$ cat src/hdl/lfc_pkg.sv
// ----------------------------------------------------------------------------
// lfc_pkg - shared types and constants of the link frame checker
// Frame summary and result types, register indexes, CRC-16 byte update.
// ----------------------------------------------------------------------------
package lfc_pkg;

  localparam int unsigned MAX_FRAME_BYTES = 256;
  localparam int unsigned HDR_BYTES       = 12;
  localparam int unsigned MIN_FRAME       = 14;
  localparam int unsigned CNT_W           = $clog2(MAX_FRAME_BYTES + 1);
  localparam int unsigned LEN_W           = CNT_W + 1;
  localparam int unsigned HDR_IDX_W       = $clog2(HDR_BYTES);
  localparam int unsigned FIFO_DEPTH      = 2;
  localparam int unsigned FIFO_AW         = $clog2(FIFO_DEPTH);
  localparam int unsigned CFG_IDX_W       = 3;
  localparam int unsigned CFG_DATA_W      = 8;

  localparam logic [15:0] CRC_POLY = 16'h1021;
  localparam logic [15:0] CRC_INIT = 16'hFFFF;

  localparam logic [7:0] RST_CODE_TEXT   = 8'd0;
  localparam logic [7:0] RST_CODE_BINARY = 8'd1;
  localparam logic [7:0] RST_CODE_ACK    = 8'd2;
  localparam logic [7:0] RST_CODE_STREAM = 8'd3;
  localparam logic [3:0] RST_ACK_MASK    = 4'd1;
  localparam logic [3:0] HDR_VERSION     = 4'd1;

  typedef enum logic [CFG_IDX_W-1:0] {
    CFG_CODE_TEXT   = 3'd0,
    CFG_CODE_BINARY = 3'd1,
    CFG_CODE_ACK    = 3'd2,
    CFG_CODE_STREAM = 3'd3,
    CFG_ACK_MASK    = 3'd4
  } cfg_idx_e;

  typedef enum logic [1:0] {
    ST_OK      = 2'd0,
    ST_BAD_LEN = 2'd1,
    ST_BAD_CRC = 2'd2,
    ST_BAD_HDR = 2'd3
  } status_e;

  typedef struct packed {
    logic                  we;
    logic [CFG_IDX_W-1:0]  idx;
    logic [CFG_DATA_W-1:0] data;
  } cfg_wr_t;

  // one finished frame as handed from front to back
  typedef struct packed {
    logic                           len_bad;
    logic                           crc_bad;
    logic [HDR_BYTES-1:0][7:0]      hdr;
    logic [7:0]                     plen;
  } frame_t;

  typedef struct packed {
    status_e     status;
    logic [3:0]  version;
    logic [3:0]  flag_bits;
    logic [7:0]  msg_type;
    logic [15:0] sequence_res;
    logic [31:0] source_id;
    logic [31:0] dest_id;
    logic [7:0]  body_len;
  } result_t;

  // MSB-first CRC-16 update over one byte
  function automatic logic [15:0] crc16_byte(input logic [15:0] crc, input logic [7:0] b);
    logic [15:0] c;
    c = crc ^ {b, 8'h00};
    for (int k = 0; k < 8; k++) begin
      if (c[15]) begin
        c = {c[14:0], 1'b0} ^ CRC_POLY;
      end else begin
        c = {c[14:0], 1'b0};
      end
    end
    return c;
  endfunction

endpackage

$ cat src/hdl/link_frame_checker_crc16_core.sv
// ----------------------------------------------------------------------------
// link_frame_checker_crc16_core - CRC-16 link frame checker
// Checks length, CRC-16 and header rules of byte-wise frames, one result
// per frame.
// ----------------------------------------------------------------------------
// channel  | handshake          | payload
// ---------+--------------------+---------------------------------------------
// input    | push / full        | data_byte_i, last_byte_i
// result   | empty / pop        | status_o .. body_len_o
// config   | cfg_we_i           | cfg_idx_i, cfg_wdata_i
//
// One byte is taken per cycle while full is low; the CRC byte update and
// header capture in the front stage set that figure. A result goes from the
// frame summary queue to the output register. Reset restores the type codes,
// ack mask and CRC state. The queue of two entries and the output register let
// intake and result side stall on their own; full rises only when both fill.
// ----------------------------------------------------------------------------
module link_frame_checker_crc16_core (
  input  logic                           clk_i,
  input  logic                           rst_ni,
  input  logic                           push,
  output logic                           full,
  input  logic [7:0]                     data_byte_i,
  input  logic                           last_byte_i,
  output logic                           empty,
  input  logic                           pop,
  output logic [1:0]                     status_o,
  output logic [3:0]                     version_o,
  output logic [3:0]                     flag_bits_o,
  output logic [7:0]                     msg_type_o,
  output logic [15:0]                    sequence_res_o,
  output logic [31:0]                    source_id_o,
  output logic [31:0]                    dest_id_o,
  output logic [7:0]                     body_len_o,
  input  logic                           cfg_we_i,
  input  logic [lfc_pkg::CFG_IDX_W-1:0]  cfg_idx_i,
  input  logic [lfc_pkg::CFG_DATA_W-1:0] cfg_wdata_i
);

  logic             byte_valid;
  logic             frame_valid;
  lfc_pkg::frame_t  frame_in, frame_head;
  logic             q_full, q_empty, q_pop;
  logic             res_valid;
  lfc_pkg::result_t res;
  lfc_pkg::cfg_wr_t cfg;

  assign byte_valid = push && !q_full;
  assign full       = q_full;
  assign cfg.we     = cfg_we_i;
  assign cfg.idx    = cfg_idx_i;
  assign cfg.data   = cfg_wdata_i;

  lfc_front u_front (
    .clk_i         (clk_i),
    .rst_ni        (rst_ni),
    .byte_valid_i  (byte_valid),
    .data_byte_i   (data_byte_i),
    .last_byte_i   (last_byte_i),
    .frame_valid_o (frame_valid),
    .frame_o       (frame_in)
  );

  lfc_fifo u_fifo (
    .clk_i   (clk_i),
    .rst_ni  (rst_ni),
    .push_i  (frame_valid),
    .wdata_i (frame_in),
    .pop_i   (q_pop),
    .rdata_o (frame_head),
    .full_o  (q_full),
    .empty_o (q_empty)
  );

  lfc_back u_back (
    .clk_i         (clk_i),
    .rst_ni        (rst_ni),
    .cfg_i         (cfg),
    .frame_avail_i (!q_empty),
    .frame_i       (frame_head),
    .frame_take_o  (q_pop),
    .res_pop_i     (pop && res_valid),
    .res_valid_o   (res_valid),
    .res_o         (res)
  );

  assign empty          = !res_valid;
  assign status_o       = res.status;
  assign version_o      = res.version;
  assign flag_bits_o    = res.flag_bits;
  assign msg_type_o     = res.msg_type;
  assign sequence_res_o = res.sequence_res;
  assign source_id_o    = res.source_id;
  assign dest_id_o      = res.dest_id;
  assign body_len_o     = res.body_len;

endmodule

$ cat src/hdl/lfc_front.sv
// ----------------------------------------------------------------------------
// lfc_front - byte intake of the link frame checker
// Runs the CRC over the delayed bytes, counts length, captures the header and
// emits one frame summary on the last byte.
// ----------------------------------------------------------------------------
module lfc_front (
  input  logic            clk_i,
  input  logic            rst_ni,
  input  logic            byte_valid_i,
  input  logic [7:0]      data_byte_i,
  input  logic            last_byte_i,
  output logic            frame_valid_o,
  output lfc_pkg::frame_t frame_o
);

  logic [15:0]                 crc_q, crc_d;
  logic [lfc_pkg::CNT_W-1:0]   count_q, count_d;
  logic                        too_long_q, too_long_d;
  logic [15:0]                 hold_q, hold_d;
  logic [lfc_pkg::HDR_BYTES-1:0][7:0] hdr_q;
  logic                        hdr_we;
  logic                        crc_en;
  logic [lfc_pkg::LEN_W-1:0]   len;
  logic [lfc_pkg::LEN_W-1:0]   plen_full;
  logic [lfc_pkg::LEN_W+7:0]   plen_ext;
  logic                        end_frame;

  assign end_frame = byte_valid_i && last_byte_i;
  assign hdr_we    = byte_valid_i && !too_long_q &&
                     (count_q < lfc_pkg::CNT_W'(lfc_pkg::HDR_BYTES));
  // the byte leaving the two-byte delay enters the CRC
  assign crc_en    = too_long_q || (count_q >= lfc_pkg::CNT_W'(2));
  assign hold_d    = {hold_q[7:0], data_byte_i};

  assign len       = {1'b0, count_q} + lfc_pkg::LEN_W'(1);
  assign plen_full = len - lfc_pkg::LEN_W'(lfc_pkg::MIN_FRAME);
  assign plen_ext  = {8'h00, plen_full};

  always_comb begin
    crc_d      = crc_q;
    count_d    = count_q;
    too_long_d = too_long_q;
    if (byte_valid_i) begin
      if (crc_en) begin
        crc_d = lfc_pkg::crc16_byte(crc_q, hold_q[15:8]);
      end
      if (last_byte_i) begin
        crc_d      = lfc_pkg::CRC_INIT;
        count_d    = '0;
        too_long_d = 1'b0;
      end else if (count_q >= lfc_pkg::CNT_W'(lfc_pkg::MAX_FRAME_BYTES)) begin
        too_long_d = 1'b1;
      end else begin
        count_d = count_q + lfc_pkg::CNT_W'(1);
      end
    end
  end

  always_comb begin
    frame_valid_o   = end_frame;
    frame_o.len_bad = too_long_q ||
                      (len < lfc_pkg::LEN_W'(lfc_pkg::MIN_FRAME)) ||
                      (len > lfc_pkg::LEN_W'(lfc_pkg::MAX_FRAME_BYTES));
    frame_o.crc_bad = hold_d != (crc_en ? lfc_pkg::crc16_byte(crc_q, hold_q[15:8]) : crc_q);
    frame_o.hdr     = hdr_q;
    frame_o.plen    = (plen_ext > (lfc_pkg::LEN_W + 8)'(255)) ? 8'hFF : plen_ext[7:0];
  end

  always_ff @(posedge clk_i or negedge rst_ni) begin
    if (!rst_ni) begin
      crc_q      <= lfc_pkg::CRC_INIT;
      count_q    <= '0;
      too_long_q <= 1'b0;
    end else begin
      crc_q      <= crc_d;
      count_q    <= count_d;
      too_long_q <= too_long_d;
    end
  end

  always_ff @(posedge clk_i) begin
    if (byte_valid_i) begin
      hold_q <= hold_d;
    end
    for (int i = 0; i < int'(lfc_pkg::HDR_BYTES); i++) begin
      if (hdr_we && (count_q[lfc_pkg::HDR_IDX_W-1:0] == lfc_pkg::HDR_IDX_W'(i))) begin
        hdr_q[i] <= data_byte_i;
      end
    end
  end

  a_too_long_sat: assert property (@(posedge clk_i) disable iff (!rst_ni)
    too_long_q |-> count_q == lfc_pkg::CNT_W'(lfc_pkg::MAX_FRAME_BYTES))
    else $error("too_long set below saturated count");

  a_frame_clear: assert property (@(posedge clk_i) disable iff (!rst_ni)
    end_frame |=> (count_q == '0) && !too_long_q && (crc_q == lfc_pkg::CRC_INIT))
    else $error("frame state not cleared after last byte");

endmodule

$ cat src/hdl/lfc_fifo.sv
// ----------------------------------------------------------------------------
// lfc_fifo - frame summary queue
// Short queue between byte intake and result stage.
// ----------------------------------------------------------------------------
module lfc_fifo (
  input  logic            clk_i,
  input  logic            rst_ni,
  input  logic            push_i,
  input  lfc_pkg::frame_t wdata_i,
  input  logic            pop_i,
  output lfc_pkg::frame_t rdata_o,
  output logic            full_o,
  output logic            empty_o
);

  lfc_pkg::frame_t             mem_q [lfc_pkg::FIFO_DEPTH];
  logic [lfc_pkg::FIFO_AW-1:0] wr_ptr_q, rd_ptr_q;
  logic [lfc_pkg::FIFO_AW:0]   cnt_q;
  logic                        do_push, do_pop;

  assign full_o  = cnt_q == (lfc_pkg::FIFO_AW + 1)'(lfc_pkg::FIFO_DEPTH);
  assign empty_o = cnt_q == '0;
  assign do_push = push_i && !full_o;
  assign do_pop  = pop_i && !empty_o;
  assign rdata_o = mem_q[rd_ptr_q];

  always_ff @(posedge clk_i or negedge rst_ni) begin
    if (!rst_ni) begin
      wr_ptr_q <= '0;
      rd_ptr_q <= '0;
      cnt_q    <= '0;
    end else begin
      if (do_push) begin
        wr_ptr_q <= wr_ptr_q + lfc_pkg::FIFO_AW'(1);
      end
      if (do_pop) begin
        rd_ptr_q <= rd_ptr_q + lfc_pkg::FIFO_AW'(1);
      end
      case ({do_push, do_pop})
        2'b10:   cnt_q <= cnt_q + (lfc_pkg::FIFO_AW + 1)'(1);
        2'b01:   cnt_q <= cnt_q - (lfc_pkg::FIFO_AW + 1)'(1);
        default: cnt_q <= cnt_q;
      endcase
    end
  end

  always_ff @(posedge clk_i) begin
    if (do_push) begin
      mem_q[wr_ptr_q] <= wdata_i;
    end
  end

  a_cnt_range: assert property (@(posedge clk_i) disable iff (!rst_ni)
    cnt_q <= (lfc_pkg::FIFO_AW + 1)'(lfc_pkg::FIFO_DEPTH))
    else $error("frame queue count out of range");

endmodule

$ cat src/hdl/lfc_back.sv
// ----------------------------------------------------------------------------
// lfc_back - result stage of the link frame checker
// Holds the type registers, applies version, type and ack rules, and keeps
// the result in an output register until it is taken.
// ----------------------------------------------------------------------------
module lfc_back (
  input  logic             clk_i,
  input  logic             rst_ni,
  input  lfc_pkg::cfg_wr_t cfg_i,
  input  logic             frame_avail_i,
  input  lfc_pkg::frame_t  frame_i,
  output logic             frame_take_o,
  input  logic             res_pop_i,
  output logic             res_valid_o,
  output lfc_pkg::result_t res_o
);

  logic [7:0]       code_text_q, code_binary_q, code_ack_q, code_stream_q;
  logic [3:0]       ack_mask_q;
  logic             valid_q;
  lfc_pkg::result_t res_q, res_d;
  logic             is_text, is_bin, is_ack, is_stream, flg_hit, hdr_bad;
  logic [7:0]       typ;
  logic [3:0]       ver, flg;

  assign typ       = frame_i.hdr[1];
  assign ver       = frame_i.hdr[0][7:4];
  assign flg       = frame_i.hdr[0][3:0];
  assign is_text   = typ == code_text_q;
  assign is_bin    = typ == code_binary_q;
  assign is_ack    = typ == code_ack_q;
  assign is_stream = typ == code_stream_q;
  assign flg_hit   = (flg & ack_mask_q) != 4'd0;
  assign hdr_bad   = (ver != lfc_pkg::HDR_VERSION) ||
                     !(is_text || is_bin || is_ack || is_stream) ||
                     (is_ack && ((frame_i.plen != 8'd0) || flg_hit)) ||
                     (is_stream && flg_hit);

  // advance when the output register is free or being emptied
  assign frame_take_o = frame_avail_i && (!valid_q || res_pop_i);
  assign res_valid_o  = valid_q;
  assign res_o        = res_q;

  always_comb begin
    res_d = '0;
    if (frame_i.len_bad) begin
      res_d.status = lfc_pkg::ST_BAD_LEN;
    end else if (frame_i.crc_bad) begin
      res_d.status = lfc_pkg::ST_BAD_CRC;
    end else begin
      res_d.status       = hdr_bad ? lfc_pkg::ST_BAD_HDR : lfc_pkg::ST_OK;
      res_d.version      = ver;
      res_d.flag_bits    = flg;
      res_d.msg_type     = typ;
      res_d.sequence_res = {frame_i.hdr[2], frame_i.hdr[3]};
      res_d.source_id    = {frame_i.hdr[4], frame_i.hdr[5], frame_i.hdr[6], frame_i.hdr[7]};
      res_d.dest_id      = {frame_i.hdr[8], frame_i.hdr[9], frame_i.hdr[10], frame_i.hdr[11]};
      res_d.body_len     = frame_i.plen;
    end
  end

  always_ff @(posedge clk_i or negedge rst_ni) begin
    if (!rst_ni) begin
      code_text_q   <= lfc_pkg::RST_CODE_TEXT;
      code_binary_q <= lfc_pkg::RST_CODE_BINARY;
      code_ack_q    <= lfc_pkg::RST_CODE_ACK;
      code_stream_q <= lfc_pkg::RST_CODE_STREAM;
      ack_mask_q    <= lfc_pkg::RST_ACK_MASK;
    end else if (cfg_i.we) begin
      case (cfg_i.idx)
        lfc_pkg::CFG_CODE_TEXT:   code_text_q   <= cfg_i.data;
        lfc_pkg::CFG_CODE_BINARY: code_binary_q <= cfg_i.data;
        lfc_pkg::CFG_CODE_ACK:    code_ack_q    <= cfg_i.data;
        lfc_pkg::CFG_CODE_STREAM: code_stream_q <= cfg_i.data;
        lfc_pkg::CFG_ACK_MASK:    ack_mask_q    <= cfg_i.data[3:0];
        default:                  ack_mask_q    <= ack_mask_q;
      endcase
    end
  end

  always_ff @(posedge clk_i or negedge rst_ni) begin
    if (!rst_ni) begin
      valid_q <= 1'b0;
    end else if (frame_take_o) begin
      valid_q <= 1'b1;
    end else if (res_pop_i) begin
      valid_q <= 1'b0;
    end
  end

  always_ff @(posedge clk_i) begin
    if (frame_take_o) begin
      res_q <= res_d;
    end
  end

  a_bad_fields_zero: assert property (@(posedge clk_i) disable iff (!rst_ni)
    valid_q && ((res_q.status == lfc_pkg::ST_BAD_LEN) ||
                (res_q.status == lfc_pkg::ST_BAD_CRC))
    |-> (res_q.version == 4'd0) && (res_q.msg_type == 8'd0) &&
        (res_q.source_id == 32'd0) && (res_q.dest_id == 32'd0) &&
        (res_q.body_len == 8'd0))
    else $error("rejected frame carries header fields");

endmodule

$ cat config.mk
export PLATFORM = sky130hd
export DESIGN_NAME = link_frame_checker_crc16_core
export DESIGN_NICKNAME = d
export VERILOG_FILES = /design/src/hdl/lfc_pkg.sv /design/src/hdl/link_frame_checker_crc16_core.sv /design/src/hdl/lfc_front.sv /design/src/hdl/lfc_fifo.sv /design/src/hdl/lfc_back.sv
export SDC_FILE = /design/constraint.sdc
export NUM_CORES = 1
export LEC_CHECK = 0
export ABC_AREA = 1
export BUFFER_PORTS_ARGS = -buffer_cell sky130_fd_sc_hd__buf_2
export CAP_MARGIN = 40
export CORE_UTILIZATION = 40
export CTS_CLUSTER_SIZE = 20
export DETAILED_ROUTE_END_ITERATION = 10
export SYNTH_ARGS = -nofsm -noshare
export SYNTH_HDL_FRONTEND = slang
export SYNTH_HIERARCHICAL = 1
export SYNTH_SLANG_ARGS = --single-unit
$ cat constraint.sdc
create_clock -name clk_i -period 9.4 [get_ports clk_i]
set_clock_uncertainty 0.15 [all_clocks]
set_input_delay 1.41 -clock clk_i [delete_from_list [all_inputs] [get_ports clk_i]]
set_output_delay 1.41 -clock clk_i [all_outputs]
set_load 0.02 [all_outputs]
==> impl_metrics.tcl <==
set metrics [dict create \
    clockRootBuffer "clkbuf_16" \
    ctsHoldBuffers 0 \
    antenna_found_initial 1 \
    numCtsBuffers 50 \
    fp.dieH_um 227 \
    layout_commonest_cell "nand2_1" \
    synth_edf_count 430 \
    final-instance-count-excl-fill 2687 \
    worstSetupStartpointType "primary input" \
    worstPathMaxFanout 55 \
    io_buffer_count 132 \
    grt_pass1_wl_mm 67.2 \
    synthToLayoutAreaGrowth_pct 16.1 \
    drt_pass1_iterations 5 \
    clk_pin_slew_worst_paths_ns 0.06 \
    vias 12654 \
    first_global_vias 12446 \
    postRouteAntennaNets 0 \
    cts-resized-gates 0 \
    critPathKind "primary input to flip-flop" \
    cts-htree-levels 2 \
    dieArea_um2 51300 \
    viasPerCell 4.71 \
    holdCritStartpoint "u_front/frame_o[19]" \
    hold_violations 0 \
    reg2reg_from "u_fifo/cnt_q[1]" \
    grt_usage_pct 17.1 \
    gp_congestion 0.865 \
    final_layout_size_suffix_gt1_share_pct 14.2 \
    syn_area_um2 20200 \
    hp-class "flip-flop to flip-flop" \
    coreArea_um2 49400 \
    start_util_pct 40.8 \
    die_w_um 227 \
    netlist_instances 1827 \
    dp_hpwl_mm 27.3 \
    period_needed_ns 3.98 \
    synth_top_flop_cell "edfxtp_1" \
    slew_headroom_pct 38.6 \
    irDropWorstVdd_v 0.000128 \
    ys_ff_latch 497 \
    synth.distinct_cells 32 \
    status "complete, no violations" \
    fmax_ghz 0.252 \
    cts.sinks 497 \
    fillers 4452 \
    yosysWarnings 6 \
    endpoint_kind "flip-flop" \
    cts_tree "done" \
    grt_overflow_total 0 \
    wl_mm 43.1 \
    nNetsFinal 2013 \
    setup_viol 0 \
    clock_insertion_delay_worst_skew_ns 0.59 \
    dp_cells 2593 \
    drc_errors 0 \
    maxSlewViolCount 0 \
    ios 133 \
    tightest_slew_ns 0.918 \
    post_cts_buffers 0 \
    arrival_ns 4.09 \
    cap_violations 0 \
    fp-row-count 81 \
    avgSynthCellArea_um2 11.0 \
    p_total_mw 7.47 \
    p_leak_nw 10.1 \
    period_share_pct 42.3 \
    rsz0062_at_grt "false" \
    worstPathRequired_ns 9.51 \
    synth_nets 1859 \
    most-common-layout-cells "nand2_1 (695), edfxtp_1 (430), inv_1 (215), nor2_1 (159), buf_2 (132)" \
    fin_tns_setup_ns 0 \
    drt_iter0_drc 1003 \
    grt_max_degree 81 \
    powerDensity_nw_per_um2 319 \
    seq_area_frac_synth_pct 72.5 \
    clk_path_buf_depth 3 \
    wl_per_cell_um 16.0 \
    synthArstFlopShare_pct 13.5 \
    crit_path_start "push" \
]
-- cells by family (layout without fill, tap and decap cells) --
| logic type | Yosys count | after routing | synth area share, % |
|---|---|---|---|
| AO/OA/AOI/OAI | 79 | 79 | 2.20 |
| adder cells (fa/ha/maj) | 7 | 7 | 0.434 |
| XOR/XNOR | 10 | 10 | 0.434 |
| AND/OR/NAND/NOR | 961 | 961 | 18.9 |
| other | 0 | 1 | 0 |
| flip-flops | 497 | 497 | 72.5 |
| buffers and inverters | 273 | 468 | 5.57 |
-- report_power, final --
group / internal, mW / switching (mW) / total [mW] / leakage [nW]
Sequential: 2.98 / 0.211 / 3.19 / 4.74
Clock: 1.29 / 0.855 / 2.15 / 0.871
Combinational: 0.583 / 1.56 / 2.14 / 4.46
Total: 4.85 / 2.62 / 7.47 / 10.1
-- layout make-up --
class | instances | area [um2] | share of cell area [%]
inverters | 228 | 861 | 3.68
repair buffers | 147 | 846 | 3.61
clock inverters | 38 | 531 | 2.27
multi-input cells | 1057 | 4450 | 19.0
diodes | 1 | 2.50 | 0.0107
flip-flops and latches | 497 | 14600 | 62.5
well taps | 664 | 831 | 3.55
clock buffers | 55 | 1270 | 5.43
-- sequential cells by signal, indices dropped and copies added (netlist names) --
signal and flops:
u_fifo/mem_q 212, u_back/res_o 106, u_front/frame_o 96, u_front/crc_q 16, u_front/hold_q 16, u_front/count_q 9
u_back/code_ack_q 8, u_back/code_binary_q 8, u_back/code_stream_q 8, u_back/code_text_q 8, u_back/ack_mask_q 4, u_fifo/cnt_q 2
u_back/res_valid_o 1, u_fifo/rd_ptr_q 1, u_fifo/wr_ptr_q 1, u_front/too_long_q 1
-- metrics by stage --
stage	hold slack (ns)	setup slack [ns]	util, %	area (um2)
floorplan	0.271	1.46	-	20200
global placement	0.272	4.61	43.6	21500
CTS	0.285	5.41	47.4	23400
detailed placement	0.281	4.76	43.8	21600
finish	0.286	5.42	47.4	23400
global route	0.301	5.26	47.4	23400
-- cell usage after synthesis (2+ instances only) --
| library cell | instances | area share, % |
|---|---|---|
| xor2_1 | 7 | 0.30 |
| clkbuf_1 | 10 | 0.19 |
| a21oi_1 | 9 | 0.22 |
| inv_1 | 216 | 4.0 |
| buf_4 | 3 | 0.11 |
| o211ai_1 | 11 | 0.41 |
| o22ai_1 | 5 | 0.16 |
| nand3b_1 | 7 | 0.26 |
| buf_2 | 25 | 0.62 |
| dfstp_2 | 21 | 2.7 |
| dfrtp_1 | 46 | 5.7 |
| o21ai_0 | 49 | 1.2 |
| xnor2_1 | 3 | 0.13 |
| nand3_1 | 68 | 1.7 |
| buf_6 | 7 | 0.39 |
| a21o_1 | 2 | 0.074 |
| nor2_2 | 6 | 0.19 |
| nand2_2 | 10 | 0.31 |
| nor2_4 | 2 | 0.11 |
| nor3_1 | 4 | 0.099 |
| inv_2 | 11 | 0.20 |
| nand2_1 | 696 | 13 |
| ha_1 | 7 | 0.43 |
| edfxtp_1 | 430 | 64 |
| nand4_1 | 6 | 0.19 |
| nor2_1 | 160 | 3.0 |
-- per-layer routing --
metal  global-route usage, %  vias up  wire length, um
met5                       0        -                0
met4                    4.97        0              933
met3                    3.17       61             2150
met2                    28.5      304            20700
met1                    22.7     6061            19300
li1                        -     6228                -
-- worst max-delay path, cell delays in order --
cell	delay [ns]
buf_2	0.08
inv_1	0.05
nor2_2	0.07
buf_4	0.30
nand2_1	0.42
inv_1	0.38
nand3_1	0.20
inv_4	0.49
buf_4	0.34
buf_16	0.30
-- worst paths after layout --
kind,to,slack [ns],cells past startpoint
max,u_fifo/mem_q[0][3],5.42,10
min,u_fifo/mem_q[1][19],0.29,0
max reg2reg,u_fifo/mem_q[0][3],5.68,10
min reg2reg,u_fifo/mem_q[1][19],0.29,0
max in group asynchronous,u_back/code_binary_q[0],7.74,3
min in group asynchronous,u_fifo/wr_ptr_q,0.71,2
No activity file was read; power rests on OpenSTA's default activity.
